### src/sv/cdt_pkg.sv
// shared types, command codes and display constants for the countdown timer
package cdt_pkg;

  localparam logic [1:0] MODE_TICK  = 2'd0;
  localparam logic [1:0] MODE_START = 2'd1;
  localparam logic [1:0] MODE_PAUSE = 2'd2;
  localparam logic [1:0] MODE_STOP  = 2'd3;

  localparam logic [7:0]  DP_BIT   = 8'h80;
  localparam logic [15:0] HUNDRED  = 16'd100;
  localparam logic [15:0] THOUSAND = 16'd1000;
  localparam logic [7:0]  BLANK    = 8'h00;

  typedef struct packed {
    logic [1:0] mode;
    logic [9:0] seconds;
    logic       paused;
  } cmd_t;

  typedef struct packed {
    logic [7:0]  segments;
    logic        digit_select;
    logic        expired;
    logic [15:0] remaining;
  } disp_t;

  // seven-segment font, bit 0 is segment a
  function automatic logic [7:0] seg_font(input logic [3:0] digit);
    logic [7:0] pat;
    case (digit)
      4'd0: pat = 8'd63;
      4'd1: pat = 8'd6;
      4'd2: pat = 8'd91;
      4'd3: pat = 8'd79;
      4'd4: pat = 8'd102;
      4'd5: pat = 8'd109;
      4'd6: pat = 8'd125;
      4'd7: pat = 8'd7;
      4'd8: pat = 8'd127;
      4'd9: pat = 8'd111;
      default: pat = 8'd0;
    endcase
    return pat;
  endfunction

endpackage

### src/sv/cdt_display.sv
// digit extraction and segment pattern for one multiplexed display digit
module cdt_display import cdt_pkg::*; (
  input  logic [15:0] count,
  input  logic        sel,
  output logic [7:0]  pattern
);

  // reciprocal multiplies, exact over the full 16-bit range
  logic [32:0] prod100;
  logic [32:0] prod1000;
  logic [32:0] prod10000;
  logic [14:0] prod10;
  logic [9:0]  q100;
  logic [6:0]  q1000;
  logic [2:0]  q10000;
  logic [3:0]  tens_digit;
  logic [9:0]  hund_rem;
  logic [6:0]  thou_rem;

  assign prod100   = 33'(count) * 33'd83887;
  assign prod1000  = 33'(count) * 33'd67109;
  assign prod10000 = 33'(count) * 33'd107375;
  assign prod10    = 15'(count[6:0]) * 15'd205;

  assign q100   = prod100[32:23];
  assign q1000  = prod1000[32:26];
  assign q10000 = prod10000[32:30];

  // only used below one hundred, so the low seven bits suffice
  assign tens_digit = prod10[14:11];
  assign hund_rem   = q100 - 10'(q1000) * 10'd10;
  assign thou_rem   = q1000 - 7'(q10000) * 7'd10;

  always_comb begin
    if (sel) begin
      if (count < HUNDRED) pattern = seg_font(tens_digit);
      else                 pattern = seg_font(hund_rem[3:0]);
    end else begin
      if (count < HUNDRED)       pattern = seg_font(4'd0) | DP_BIT;
      else if (count < THOUSAND) pattern = BLANK;
      else                       pattern = seg_font(thou_rem[3:0]);
    end
  end

endmodule

### src/sv/cdt_ctrl.sv
// timer state registers and command decode
module cdt_ctrl import cdt_pkg::*; (
  input  logic  clk,
  input  logic  rst,
  input  logic  fire,
  input  cmd_t  cmd,
  output disp_t result
);

  logic [15:0] count, count_next;
  logic        running, running_next;
  logic        expired_flag, expired_flag_next;
  logic        select_bit, select_bit_next;
  logic [7:0]  segment_reg, segment_reg_next;

  logic [15:0] tick_count;
  logic [15:0] start_count;
  logic [17:0] start_prod;
  logic [7:0]  tick_pattern;

  assign tick_count  = running ? count - 16'd1 : count;
  assign start_prod  = 18'({1'b0, cmd.seconds} + 11'd1) * 18'd100;
  assign start_count = start_prod[15:0];

  cdt_display u_display (
    .count   (tick_count),
    .sel     (select_bit),
    .pattern (tick_pattern)
  );

  always_comb begin
    count_next        = count;
    running_next      = running;
    expired_flag_next = expired_flag;
    select_bit_next   = select_bit;
    segment_reg_next  = segment_reg;
    case (cmd.mode)
      MODE_TICK: begin
        count_next = tick_count;
        if (running && tick_count == 16'd0) begin
          running_next      = 1'b0;
          expired_flag_next = 1'b1;
        end
        segment_reg_next = tick_pattern;
        select_bit_next  = ~select_bit;
      end
      MODE_START: begin
        count_next        = start_count;
        running_next      = 1'b1;
        expired_flag_next = 1'b0;
      end
      MODE_PAUSE: begin
        running_next = ~cmd.paused;
      end
      default: begin
        count_next        = 16'd0;
        running_next      = 1'b0;
        expired_flag_next = 1'b1;
      end
    endcase
  end

  always_comb begin
    result.segments     = segment_reg_next;
    result.digit_select = select_bit_next;
    result.expired      = expired_flag_next;
    result.remaining    = count_next;
  end

  always_ff @(posedge clk) begin
    if (rst) begin
      count        <= 16'd0;
      running      <= 1'b0;
      expired_flag <= 1'b0;
      select_bit   <= 1'b0;
      segment_reg  <= 8'd0;
    end else if (fire) begin
      count        <= count_next;
      running      <= running_next;
      expired_flag <= expired_flag_next;
      select_bit   <= select_bit_next;
      segment_reg  <= segment_reg_next;
    end
  end

endmodule

### src/sv/countdown_timer_seven_seg.sv
// top level of the centisecond countdown timer with two-digit display
//
//   channel  direction  handshake              payload
//   cmd      in         cmd_valid / cmd_stall    cmd_t  (mode, seconds, paused)
//   disp     out        disp_valid / disp_stall  disp_t (segments, digit_select,
//                                                        expired, remaining)
//
// one transaction per cycle sustained while disp is not stalled; a taken command
// passes through the command register, then the result register
// the only long path is the tick decrement feeding the constant-reciprocal
// digit extraction in the display unit, between the two registers
// rst is synchronous: count, flags, select bit and segment latch clear to zero
// a stall on disp holds the result; cmd keeps being taken while the command
// register can drain into the result register
module countdown_timer_seven_seg import cdt_pkg::*; (
  input  logic  clk,
  input  logic  rst,
  input  logic  cmd_valid,
  output logic  cmd_stall,
  input  cmd_t  cmd,
  output logic  disp_valid,
  input  logic  disp_stall,
  output disp_t disp
);

  // command register
  logic  held_valid;
  cmd_t  held_cmd;

  // the held command moves on when the result register is free or draining
  logic  advance;
  disp_t result;

  assign advance   = held_valid && (!disp_valid || !disp_stall);
  assign cmd_stall = held_valid && !advance;

  always_ff @(posedge clk) begin
    if (rst) begin
      held_valid <= 1'b0;
    end else if (!cmd_stall) begin
      held_valid <= cmd_valid;
    end
  end

  always_ff @(posedge clk) begin
    if (cmd_valid && !cmd_stall) begin
      held_cmd <= cmd;
    end
  end

  // state update happens as the command leaves the command register
  cdt_ctrl u_ctrl (
    .clk    (clk),
    .rst    (rst),
    .fire   (advance),
    .cmd    (held_cmd),
    .result (result)
  );

  // result register
  always_ff @(posedge clk) begin
    if (rst) begin
      disp_valid <= 1'b0;
    end else if (advance) begin
      disp_valid <= 1'b1;
    end else if (!disp_stall) begin
      disp_valid <= 1'b0;
    end
  end

  always_ff @(posedge clk) begin
    if (advance) begin
      disp <= result;
    end
  end

`ifndef SYNTHESIS
  // backpressure on cmd only while a command is parked
  a_stall_needs_held: assert property (@(posedge clk) disp_valid === 1'b1 && rst == 1'b0
    && cmd_stall |-> held_valid)
    else $error("cmd stalled with empty command register");

  // a parked command is neither lost nor altered
  a_held_keeps: assert property (@(posedge clk) disable iff (rst)
    held_valid && !advance |=> held_valid && $stable(held_cmd))
    else $error("parked command lost or changed");

  // every command that moves on lands in the result register
  a_advance_lands: assert property (@(posedge clk) disable iff (rst)
    advance |=> disp_valid)
    else $error("advanced command produced no result");
`endif

endmodule

### config.mk
export PLATFORM = sky130hd
export DESIGN_NAME = countdown_timer_seven_seg
export DESIGN_NICKNAME = d
export VERILOG_FILES = /design/src/sv/cdt_pkg.sv /design/src/sv/cdt_display.sv /design/src/sv/cdt_ctrl.sv /design/src/sv/countdown_timer_seven_seg.sv
export SDC_FILE = /design/constraint.sdc
export NUM_CORES = 1
export LEC_CHECK = 0
export BUFFER_PORTS_ARGS = -buffer_cell sky130_fd_sc_hd__buf_2
export CAP_MARGIN = 5
export CELL_PAD_IN_SITES_DETAIL_PLACEMENT = 0
export CELL_PAD_IN_SITES_GLOBAL_PLACEMENT = 1
export CORE_UTILIZATION = 56
export DETAILED_ROUTE_END_ITERATION = 6
export PLACE_DENSITY_LB_ADDON = 0.1
export SYNTH_ARGS = -nofsm -noshare
export SYNTH_HDL_FRONTEND = slang
export SYNTH_SLANG_ARGS = --single-unit
export TNS_END_PERCENT = 20
### constraint.sdc
create_clock -name clk -period 26.7 [get_ports clk]
set_input_delay 1.335 -clock clk [delete_from_list [all_inputs] [get_ports clk]]
set_output_delay 1.335 -clock clk [all_outputs]
set_load 0.01 [all_outputs]
; After elaboration in Yosys (flattened, before gate mapping)
; Memories as Yosys holds them, arrays and structs flattened.
; Cells that the tools add are included.
[totals]
regBits = 68
latchBits = 0
ramBits = 0
rom_bits = 336
mem_count = 3
[memory_table]
columns = name, words, width, read_ports, rd_clocked_by_memory_dff, wr, line_no
row1 = (name not given), 16, 7, 1, 0, 0, cdt_pkg.sv:30  ; case (digit)
row2 = (name not given), 16, 7, 1, 0, 0, cdt_pkg.sv:30
row3 = (name not given), 16, 7, 1, 0, 0, cdt_pkg.sv:30
[op_classes]
add_sub_neg = 4
n_mul = 7
div_mod_pow = 0
order_cmp = 2
eq_ne = 4
shifts = 0
mux = 14
bitwise_logic = 2
n_reduce_logical = 12
[op_table]
columns = op, n
row1 = $mul 16x17->33 const B, 2
row2 = $pmux 16 s3, 1
row3 = $mux 8, 5
row4 = $mul 16x17->27 const B, 1
row5 = $mul 18x5->14 const B, 1
row6 = $logic_not 16->1, 1
row7 = $lt 16x10->1 const B, 1
row8 = $lt 16x7->1 const B, 1
row9 = $mux 16, 1
row10 = $sub 16x1->16 const B, 1
row11 = $mul 7x8->15 const B, 1
row12 = $add 10x1->11 const B, 1
row13 = $sub 4x4->4, 2
row14 = $mul 7x3->3 const B, 1
row15 = $pmux 1 s3, 2
row16 = $mux 1, 5
row17 = $logic_and 1x1->1, 4
row18 = $logic_not 1->1, 4
row19 = $ne 2x1->1 const B, 2
row20 = $mul 3x3->3 const B, 1
row21 = $eq 2x1->1 const B, 1
row22 = $eq 2x2->1 const B, 1
row23 = $logic_not 2->1, 1
row24 = $not 1->1, 2
row25 = 2 further kinds, 2

; Longest topological paths before layout
; Gate-level depths: netlist of the first run.
; An unclocked memory read counts as a cell.
[logic_depth]
word_depth = 10
mapped_depth = 39

; By module
; Synthesis of the first run repeated with hierarchy kept, for this count alone.
[unflattened]
hier_cells = 1744
area_unflattened_um2 = 16983.8
[by_module_without_submodules]
columns = module, n_inst, cells_each, area_per_inst_um2, seq_area_each_um2
row1 = cdt_display, 1, 1293, 12568.3, 0.0
row2 = cdt_ctrl, 1, 402, 3158.0, 540.5
row3 = countdown_timer_seven_seg, 1, 49, 1257.5, 1211.2

; Least setup slack after synthesis of the first run
; Ideal clock, no wire load.
[synth_timing]
path_kind = reg-to-reg
from = register u_ctrl.count[0]
to = register u_ctrl.segment_reg[1]
t_arrival_ns = 10.556
setup_slack_ns = 16.056
stages_incl_launch_ff = 40
path_buffers = 1
period_less_slack_ns = 10.644
path_cell_list = dfxtp_1 clkbuf_1 inv_1 ha_1 nor4bb_1 nand2_1 or2_2 or3_1 nor3_1 xor2_1 fa_1 inv_1 fa_1 fa_1 inv_1 fa_1 inv_1 fa_1 [... 4 more ...] a311oi_1 o21ai_0 a21oi_1 o31ai_1 or2_2 xnor2_1 ha_1 inv_1 fa_1 xnor2_1 xnor2_1 o211ai_1 a21oi_1 or4_4 or3_4 and2_4 a311o_1 a311oi_2
[synth_between]
elab_chain_cells = 10
[synth_rtl]
columns = item, line_no
row1 = start: declaration, cdt_ctrl.sv:10  ; logic [15:0] count, count_next;
row2 = start signal: assignment, cdt_ctrl.sv:78  ; count <= count_next;
row3 = $sub 16x1->16, cdt_ctrl.sv:21  ; assign tick_count = running ? count - 16'd1 : count;
row4 = $mux 16 (*), cdt_ctrl.sv:21
row5 = "parallel branches: the longest is 6 deep, another holds $mul 16x17->33", n/a
row6 = $mux 8 (*), cdt_display.sv:35  ; if (sel) begin
row7 = $mux 8 (*), cdt_ctrl.sv:37  ; case (cmd.mode)
row8 = end signal: assignment, cdt_ctrl.sv:82  ; segment_reg <= segment_reg_next;
row9 = end: declaration, cdt_ctrl.sv:14  ; logic [7:0] segment_reg, segment_reg_next;
; Every way passes the cells marked *.
; A chain may end at the register's enable or synchronous reset.

==> flow_summary.ini, run 1 <==
[place]
gp_congestion = 0.932
dpl_worst_slack_ns = 15.38
port-buffer-count = 44
cell_count_post_placement = 2178
place_hpwl_mm = 36.8
place_area_um2 = 17700

[synth]
post_synth_instance_area_um2 = 17000
syn-num-nets = 2404
postSynth.asyncResetShare = 0
ys_seq_area_frac = 0.103
synth_top_flop_cell = sky130_fd_sc_hd__edfxtp_1
synth-seq-cells = 68
synth_warnings = 0
synthDistinctLibCells = 78
syn_avg_cell_area_um2 = 9.65
synth_enable_flop_cells = 39
post_synth_inst_count = 1758

[final_layout]
finished_layout_cells = 2194
commonest_non_fill_non_tap_cells_in_the_layout = sky130_fd_sc_hd__inv_1 (412), sky130_fd_sc_hd__ha_1 (384), sky130_fd_sc_hd__fa_1 (245)
final_net_count = 2445
finish.instance_area_um2 = 18000
commonest_non_fill_non_tap_cell_in_the_layout = sky130_fd_sc_hd__inv_1
area.sequential_um2 = 1750
insertedDiodeCount = 0
final.fill_count = 2613
multiInputGateArea_um2 = 13500
final_layout_size_suffix_gt1_frac = 0.0576
final_core_util = 0.605
flip_flop_count_of_the_largest_register_all_copies_and_words_added = 26
biggestRegsByFlops = disp: 26 flops, u_ctrl.count: 16 flops, held_cmd: 13 flops
regMostFlops = disp
flow.area_growth_from_synthesis_pct = 6.00

[setup_path]
setup.worst_path.start_class = flop
crit_slowest_cell = sky130_fd_sc_hd__nor4bb_1
start_to_end_type_of_the_worst_setup_path = reg2reg
worstPathBufferInverterCount = 8
critical_path_arrival_ns = 11.63
cp_top_family = adder cells
endpoint_kind = flop
required_time_at_the_endpoint_of_the_critical_path_ns = 26.76
delay_of_the_slowest_critical_path_stage_ns = 0.67
timing.critical_path.fanout_max = 12

[pwr]
clockPowerShare = 0.173
power_mw = 0.694
cellPowerDensity_nw_per_um2 = 38.6
switching_share = 0.469
static-leakage-power_nw = 10.1
power_frac_comb = 0.649
p_switching_mw = 0.325
power.sequential.fraction = 0.178
power.internal_mw = 0.368
vdd_drop_max_mv = 0.0300

[timing]
setup_slack_ns = 15.14
finalHoldViolations = 0
setup_violations_final = 0
drv_slew = 0
clock-skew-final_ns = 0.00806
setup-tns-final_ns = 0
grt_setup_unrepaired = false
max_clock_freq_mhz = 86.5
fin_crit_ns = 11.56
hold_ws_ns = 0.488
worstMarginPinSlew_ns = 1.22
relSlewSlack = 0.187
timing.final.crit_share = 0.433

[global_route]
grt_max_degree = 56
globalRouteOverflowTotal = 0
vias_in_the_first_global_route = 12900
grt_first_pass_wirelength_mm = 69.1
grt.total_usage = 0.296
antenna_found_initial = 0

[clocking]
cts_buffers = 9
hold_buffers = 0
cts_htree_levels = 3
clk-insertion-delay-late_ns = 0.34
clock_sinks = 68
cts_max_path_buffers = 2
tritoncts = built
count_of_cells_resized_by_post_cts_repair = 0
cts_root_buffer = sky130_fd_sc_hd__clkbuf_16
setup_fix_bufs_post_cts = 0
clkSlewWorstSetupHoldPaths_ns = 0.06

[floorplan]
die_y_um = 176
die-width_um = 176
initial_core_util = 0.571
core.rowCount = 63
top_level_ports = 45
std_cell_core_area_um2 = 29700
dieArea_um2 = 31000

[run_status]
outcome = completed

[route]
drt-met1-wl_mm = 19.5
post-route-drc-count = 0
drt-vias-per-instance = 5.62
totalWireLength_mm = 43.2
wl_met3_mm = 2.65
routedWlPerCell_um = 19.7
maxUsedRoutingLayer = met4
routed_via_count = 12300
detailedRoute.firstIterationViolations = 932
drt-pass1-iter-count = 7
wl_met2_mm = 19.9
ant_nets = 0

[hold_path]
holdCritPathClass = reg2reg

[job]
maxCapViolations = 0
worst reg2reg max path, delay by kind of cell (launching register included):
family / cells / cell delay [ns]
compound gates: 6 / 1.49
simple gates: 11 / 3.58
fa+ha+maj: 10 / 4.24
buf+inv: 8 / 0.88
flops: 1 / 0.43
xor+xnor: 4 / 0.70
cell type report:
type,instances,area share
Sequential cell,68,0.0975
Timing Repair Buffer,59,0.0185
Clock buffer,9,0.0125
Clock inverter,7,0.00418
Multi-Input combinational cell,1247,0.754
Tap cell,390,0.0271
Inverter,414,0.0865
cells by family after synthesis:
logic type,share of synthesized area
and+or+nand+nor,0.0899
buffers and inverters,0.0982
muxes,0.00118
AOI/OAI and AO/OA,0.101
DFF,0.103
xor gates and xnor gates,0.0339
adders and majority gates,0.573
per-layer routing:
layer | global-route usage | vias to the layer above
met4 | 0.0775 | 0
met3 | 0.0545 | 68
met2 | 0.483 | 305
li1 | - | 5893
met5 | 0 | -
met1 | 0.404 | 6075
power groups by stage:
stage / registers (mW) / clock network, mW / logic (mW)
6_report: 0.123 / 0.120 / 0.451
3_3_place_gp: 0.125 / 0 / 0.443
3_5_place_dp: 0.126 / 0 / 0.447
5_1_grt: 0.124 / 0.127 / 0.523
4_1_cts: 0.123 / 0.122 / 0.453
2_1_floorplan: 0.126 / 0 / 0.333
path summary, 6_finish.rpt:
check | start | endpoint | slack (ns) | cells after the start
worst max-delay path | u_ctrl.count[0]$_SDFFE_PP0P_ | disp[20]$_DFFE_PP_ | 15.14 | 39
worst min-delay path | u_ctrl.count[15]$_SDFFE_PP0P_ | u_ctrl.count[15]$_SDFFE_PP0P_ | 0.49 | 2
worst max register to register | u_ctrl.count[0]$_SDFFE_PP0P_ | disp[20]$_DFFE_PP_ | 15.14 | 39
worst min register to register | u_ctrl.count[15]$_SDFFE_PP0P_ | u_ctrl.count[15]$_SDFFE_PP0P_ | 0.49 | 2
Yosys cell counts (3+ instances only):
cell / n / area share
sky130_fd_sc_hd__buf_1: 3 / 0.00066
sky130_fd_sc_hd__o2111ai_1: 3 / 0.0015
sky130_fd_sc_hd__o21bai_1: 6 / 0.0027
sky130_fd_sc_hd__o31ai_1: 5 / 0.0022
sky130_fd_sc_hd__nand2b_1: 9 / 0.0033
sky130_fd_sc_hd__nand3b_1: 6 / 0.0027
sky130_fd_sc_hd__a222oi_1: 6 / 0.0035
sky130_fd_sc_hd__and3_1: 4 / 0.0015
sky130_fd_sc_hd__and4_1: 3 / 0.0015
sky130_fd_sc_hd__inv_1: 413 / 0.091
sky130_fd_sc_hd__nand4_1: 15 / 0.0055
sky130_fd_sc_hd__a21oi_1: 86 / 0.025
sky130_fd_sc_hd__o211a_1: 3 / 0.0018
sky130_fd_sc_hd__o21a_1: 8 / 0.0035
sky130_fd_sc_hd__o211ai_1: 6 / 0.0027
sky130_fd_sc_hd__edfxtp_1: 39 / 0.069
sky130_fd_sc_hd__nor4b_1: 4 / 0.0021
sky130_fd_sc_hd__a311oi_1: 3 / 0.0015
sky130_fd_sc_hd__ha_1: 384 / 0.28
sky130_fd_sc_hd__nor3b_1: 6 / 0.0027
sky130_fd_sc_hd__o21ai_0: 39 / 0.012
sky130_fd_sc_hd__a21o_1: 27 / 0.012
sky130_fd_sc_hd__nor3_1: 26 / 0.0077
sky130_fd_sc_hd__nor2_1: 60 / 0.013
sky130_fd_sc_hd__xor2_1: 19 / 0.0098
sky130_fd_sc_hd__or3_1: 8 / 0.0030
sky130_fd_sc_hd__xnor2_1: 44 / 0.023
sky130_fd_sc_hd__a211oi_1: 12 / 0.0053
sky130_fd_sc_hd__nand3_1: 30 / 0.0089
sky130_fd_sc_hd__or4_1: 4 / 0.0018
sky130_fd_sc_hd__a221oi_1: 4 / 0.0021
sky130_fd_sc_hd__a211o_1: 6 / 0.0031
sky130_fd_sc_hd__a22oi_1: 4 / 0.0018
sky130_fd_sc_hd__dfxtp_1: 29 / 0.034
sky130_fd_sc_hd__nor4_1: 7 / 0.0026
sky130_fd_sc_hd__nand2_1: 73 / 0.016
sky130_fd_sc_hd__fa_1: 245 / 0.29
sky130_fd_sc_hd__nor2b_1: 11 / 0.0041
sky130_fd_sc_hd__o311ai_1: 3 / 0.0015
sky130_fd_sc_hd__or2_2: 11 / 0.0041
sky130_fd_sc_hd__and2_1: 4 / 0.0015
sky130_fd_sc_hd__a31oi_1: 11 / 0.0041
sky130_fd_sc_hd__clkbuf_1: 24 / 0.0053
No activity file was read; power rests on OpenSTA's default activity.
==> run 2, diff against run 1 <==
CORE_UTILIZATION = 52   (was 56)
clock period = 11.5 ns   (was 26.7 ns; I/O delays follow)
==> flow_summary.ini, run 2 (synthesized netlist as in run 1, its figures left out) <==
[place]
cell_count_post_placement = 2232
place_hpwl_mm = 37.9
gp_congestion = 0.959
place_area_um2 = 17800
port-buffer-count = 44

[timing]
max_clock_freq_mhz = 92.7
clock-skew-final_ns = 0.00802
fin_crit_ns = 10.79
grt_setup_unrepaired = false
drv_slew = 0
worstMarginPinSlew_ns = 1.22
setup_violations_final = 0
setup-tns-final_ns = 0
relSlewSlack = 0.184
finalHoldViolations = 0
timing.final.crit_share = 0.938

[clocking]
cts_htree_levels = 3
clkSlewWorstSetupHoldPaths_ns = 0.06
cts_max_path_buffers = 2
clk-insertion-delay-late_ns = 0.34
cts_root_buffer = sky130_fd_sc_hd__clkbuf_16
tritoncts = built
cts_buffers = 9
hold_buffers = 0
clock_sinks = 68

[global_route]
grt_max_degree = 56
vias_in_the_first_global_route = 13100
globalRouteOverflowTotal = 0
grt_first_pass_wirelength_mm = 71.2
antenna_found_initial = 0
grt.total_usage = 0.282

[floorplan]
top_level_ports = 45
core.rowCount = 65
die_y_um = 183
dieArea_um2 = 33300
std_cell_core_area_um2 = 31800
die-width_um = 183
initial_core_util = 0.533

[final_layout]
finish.instance_area_um2 = 18100
final_layout_size_suffix_gt1_frac = 0.0645
commonest_non_fill_non_tap_cells_in_the_layout = sky130_fd_sc_hd__inv_1 (411), sky130_fd_sc_hd__ha_1 (384), sky130_fd_sc_hd__fa_1 (245)
regMostFlops = disp
finished_layout_cells = 2248
commonest_non_fill_non_tap_cell_in_the_layout = sky130_fd_sc_hd__inv_1
biggestRegsByFlops = disp: 26 flops, u_ctrl.count: 16 flops, held_cmd: 13 flops
area.sequential_um2 = 1750
final.fill_count = 2878
flip_flop_count_of_the_largest_register_all_copies_and_words_added = 26
flow.area_growth_from_synthesis_pct = 6.75
insertedDiodeCount = 0
multiInputGateArea_um2 = 13600
final_net_count = 2454

[setup_path]
worstPathBufferInverterCount = 8
required_time_at_the_endpoint_of_the_critical_path_ns = 11.75
timing.critical_path.fanout_max = 12
delay_of_the_slowest_critical_path_stage_ns = 0.59
start_to_end_type_of_the_worst_setup_path = reg2reg
path_common_cell = sky130_fd_sc_hd__fa_1
endpoint_kind = flop
cp_top_family = adder cells
setup.worst_path.start_class = flop
crit_slowest_cell = sky130_fd_sc_hd__or4_4
critical_path_arrival_ns = 11.04

[run_status]
outcome = completed

[route]
detailedRoute.firstIterationViolations = 879
routedWlPerCell_um = 19.7
post-route-drc-count = 0
ant_nets = 0
routed_via_count = 12500
drt-pass1-iter-count = 5
totalWireLength_mm = 44.3
drt-vias-per-instance = 5.54

[job]
maxCapViolations = 0

[pwr]
cellPowerDensity_nw_per_um2 = 88.4
vdd_drop_max_mv = 0.0724
static-leakage-power_nw = 10.2
power_mw = 1.60

[hold_path]
holdCritPathClass = in2reg
## run 2: per-layer routing
layer  up-vias  wire length (um)  global-route usage
met4         0              1140              0.0666
met5         -                 0                   0
met1      6186             20200               0.389
met2       318             20700               0.467
met3        59              2330              0.0395
li1       5898                 -                   -
## run 2: worst paths after layout
path	start	end	depth (start not counted)	slack, ns
setup / recovery	u_ctrl.count[0]$_SDFFE_PP0P_	u_ctrl.segment_reg[1]$_SDFFE_PP0P_	39	0.71
hold / removal	cmd[6]	held_cmd[6]$_DFFE_PP_	1	0.41
setup reg to reg	u_ctrl.count[0]$_SDFFE_PP0P_	u_ctrl.segment_reg[1]$_SDFFE_PP0P_	39	0.71
hold reg to reg	held_valid$_SDFFE_PP0N_	disp_valid$_SDFFE_PP0P_	2	0.49
## run 2: final cells by class
class / count / area share
tap: 435 / 0.0301
sequential: 68 / 0.0968
timing repair buffer: 68 / 0.0221
clock inverter: 7 / 0.00235
inverter: 414 / 0.0858
clock buffer: 9 / 0.0124
multi-input combinational: 1247 / 0.750
## run 2: worst register-to-register path: cells and delay by family (launching register included)
kind	cells	cell delay, ns
adders and majority gates	10	4.24
and+or+nand+nor	10	2.83
AOI/OAI and AO/OA	7	1.65
xor gates and xnor gates	4	0.78
buffers and inverters	8	0.75
DFF	1	0.44
## run 2: per-stage QoR
stage / setup WS [ns] / hold slack [ns] / util
floorplan: 0.856 / 0.451 / -
detailed placement: 0.574 / 0.477 / 0.560
finish: 0.707 / 0.408 / 0.569
global placement: 0.823 / 0.475 / 0.560
global route: 0.00956 / 0.394 / 0.569
CTS: 0.543 / 0.401 / 0.568
## run 2: repair_timing
item	CTS	global route
setup buffers	0	0
resized for setup	0	8
endpoints found under the setup margin	0	13
## run 2: report_power, final
part | switching [mW] | leakage, nW | internal [mW] | total (mW)
Sequential | 0.0100 | 0.609 | 0.277 | 0.287
Combinational | 0.646 | 9.44 | 0.414 | 1.06
Clock | 0.110 | 0.131 | 0.145 | 0.255
Total | 0.766 | 10.2 | 0.835 | 1.60
==> run 3, diff against run 2 <==
REMOVE_ABC_BUFFERS = 1   (was unset)
==> flow_summary.ini, run 3 (synthesized netlist as in run 1, its figures left out) <==
[global_route]
grt.total_usage = 0.280
globalRouteOverflowTotal = 0
grt_max_degree = 36
antenna_found_initial = 0
vias_in_the_first_global_route = 12500
grt_first_pass_wirelength_mm = 70.3

[clocking]
cts_htree_levels = 3
cts_buffers = 9
clkSlewWorstSetupHoldPaths_ns = 0.06
setup_fix_bufs_post_cts = 0
clk-insertion-delay-late_ns = 0.34
cts_root_buffer = sky130_fd_sc_hd__clkbuf_16
cts_max_path_buffers = 2
tritoncts = built
clock_sinks = 68
hold_buffers = 0

[setup_path]
setup.worst_path.start_class = flop
start_to_end_type_of_the_worst_setup_path = reg2reg
crit_slowest_cell = sky130_fd_sc_hd__or4_4
depth_of_the_worst_register_to_register_path = 39
rr_endpoint = disp[24]$_DFFE_PP_
critical_path_arrival_ns = 10.80
reg2reg_from = u_ctrl.count[1]$_SDFFE_PP0P_
timing.critical_path.fanout_max = 8
delay_of_the_slowest_critical_path_stage_ns = 0.60
required_time_at_the_endpoint_of_the_critical_path_ns = 11.57
setup.reg_to_reg.worst_slack_ns = 0.77
endpoint_kind = flop

[route]
maxUsedRoutingLayer = met4
detailedRoute.firstIterationViolations = 829
wl_met3_mm = 3.21
drt-met1-wl_mm = 21.1
ant_nets = 0
routedWlPerCell_um = 19.6
wl_met2_mm = 18.8
drt-pass1-iter-count = 5
drt-vias-per-instance = 5.46
routed_via_count = 12300
totalWireLength_mm = 44.1
post-route-drc-count = 0

[floorplan]
top_level_ports = 45
die_y_um = 183
dieArea_um2 = 33300
core.rowCount = 65
die-width_um = 183
std_cell_core_area_um2 = 31800
initial_core_util = 0.533

[final_layout]
commonest_non_fill_non_tap_cell_in_the_layout = sky130_fd_sc_hd__inv_1
flow.area_growth_from_synthesis_pct = 6.68
insertedDiodeCount = 0
regMostFlops = disp
final_net_count = 2454
final_core_util = 0.569
final.fill_count = 2886
biggestRegsByFlops = disp: 26 flops, u_ctrl.count: 16 flops, held_cmd: 13 flops
final_layout_size_suffix_gt1_frac = 0.0618
multiInputGateArea_um2 = 13600
flip_flop_count_of_the_largest_register_all_copies_and_words_added = 26
area.sequential_um2 = 1750
commonest_non_fill_non_tap_cells_in_the_layout = sky130_fd_sc_hd__inv_1 (412), sky130_fd_sc_hd__ha_1 (384), sky130_fd_sc_hd__fa_1 (245)

[timing]
relSlewSlack = 0.323
fin_crit_ns = 10.73
hold_ws_ns = 0.408
max_clock_freq_mhz = 93.2
setup_violations_final = 0
timing.final.crit_share = 0.933
finalHoldViolations = 0
drv_slew = 0
setup-tns-final_ns = 0
worstMarginPinSlew_ns = 1.01
grt_setup_unrepaired = false
clock-skew-final_ns = 0.00825

[place]
place_hpwl_mm = 38.1
port-buffer-count = 44
gp_congestion = 0.960

[pwr]
static-leakage-power_nw = 10.2
cellPowerDensity_nw_per_um2 = 88.9
vdd_drop_max_mv = 0.0760

[hold_path]
holdCritPathClass = in2reg
hold-path-endpoint = held_cmd[11]$_DFFE_PP_
min_delay_src = cmd[11]
worst_hold_path.num_cells = 1

[job]
maxCapViolations = 0

[run_status]
outcome = completed
==> run 3: changes by cell type in the layout (fill, tap and decap cells not counted), sizes merged <==
cell	before	now
clkbuf	9	11
clkinv	5	3
bufinv	0	1
clkinvlp	1	0
==> run 3: per-stage QoR <==
| stage | setup WS, ns | area [um2] | total power, mW | cells |
|---|---|---|---|---|
| 4_1_cts | 0.604 | 18100 | 1.62 | 2248 |
| 6_report | 0.768 | 18100 | 1.61 | 2248 |
| 2_1_floorplan | 0.956 | 16800 | 1.06 | 1729 |
| 5_1_grt | 0.0417 | 18100 | 1.78 | 2248 |
| 3_3_place_gp | 0.835 | 17800 | 1.33 | 2232 |
| 3_5_place_dp | 0.678 | 17800 | 1.33 | 2232 |
==> run 3: layout make-up <==
cell class | count | share of cell area
Inverter | 414 | 0.0859
Sequential cell | 68 | 0.0968
Timing Repair Buffer | 68 | 0.0221
Clock buffer | 11 | 0.0129
Clock inverter | 5 | 0.00284
Multi-Input combinational cell | 1247 | 0.749
Tap cell | 435 | 0.0301
==> run 3: worst max-delay path by stage <==
stage                                 start                                 end  slack (ns)  cells after the start
2_1_floorplan  u_ctrl.count[0]$_SDFFE_PP0P_  u_ctrl.segment_reg[1]$_SDFFE_PP0P_        0.96                     38
3_5_place_dp   u_ctrl.count[1]$_SDFFE_PP0P_                  disp[18]$_DFFE_PP_        0.68                     38
4_1_cts        u_ctrl.count[1]$_SDFFE_PP0P_                  disp[19]$_DFFE_PP_        0.60                     38
5_1_grt        u_ctrl.count[1]$_SDFFE_PP0P_                  disp[24]$_DFFE_PP_        0.04                     39
3_3_place_gp   u_ctrl.count[1]$_SDFFE_PP0P_                  disp[23]$_DFFE_PP_        0.83                     38
6_report       u_ctrl.count[1]$_SDFFE_PP0P_                  disp[24]$_DFFE_PP_        0.77                     39
==> run 3: critical path, delay by kind of cell (launching register included) <==
family                     cells  cell delay, ns
adders and majority gates     10            4.21
and+or+nand+nor                8            2.28
xor gates and xnor gates       4            0.90
AOI/OAI and AO/OA              9            1.97
DFF                            1            0.36
buffers and inverters          8            0.71
==> run 3: where the power goes <==
group / internal [mW] / leakage (nW) / total (mW) / switching (mW)
sequential: 0.277 / 0.609 / 0.285 / 0.00891
combinational: 0.416 / 9.43 / 1.05 / 0.637
clock: 0.167 / 0.144 / 0.269 / 0.102
==> run 3: per-layer routing <==
layer | GRT usage | vias to the layer above
met5 | 0 | -
met4 | 0.0598 | 0
met3 | 0.0766 | 44
met2 | 0.414 | 341
met1 | 0.408 | 5966
li1 | - | 5915
==> run 3: repair_timing <==
item                       CTS  global route
resized for setup            0             1
hold endpoints to repair     0             0
setup endpoints to repair    0            10
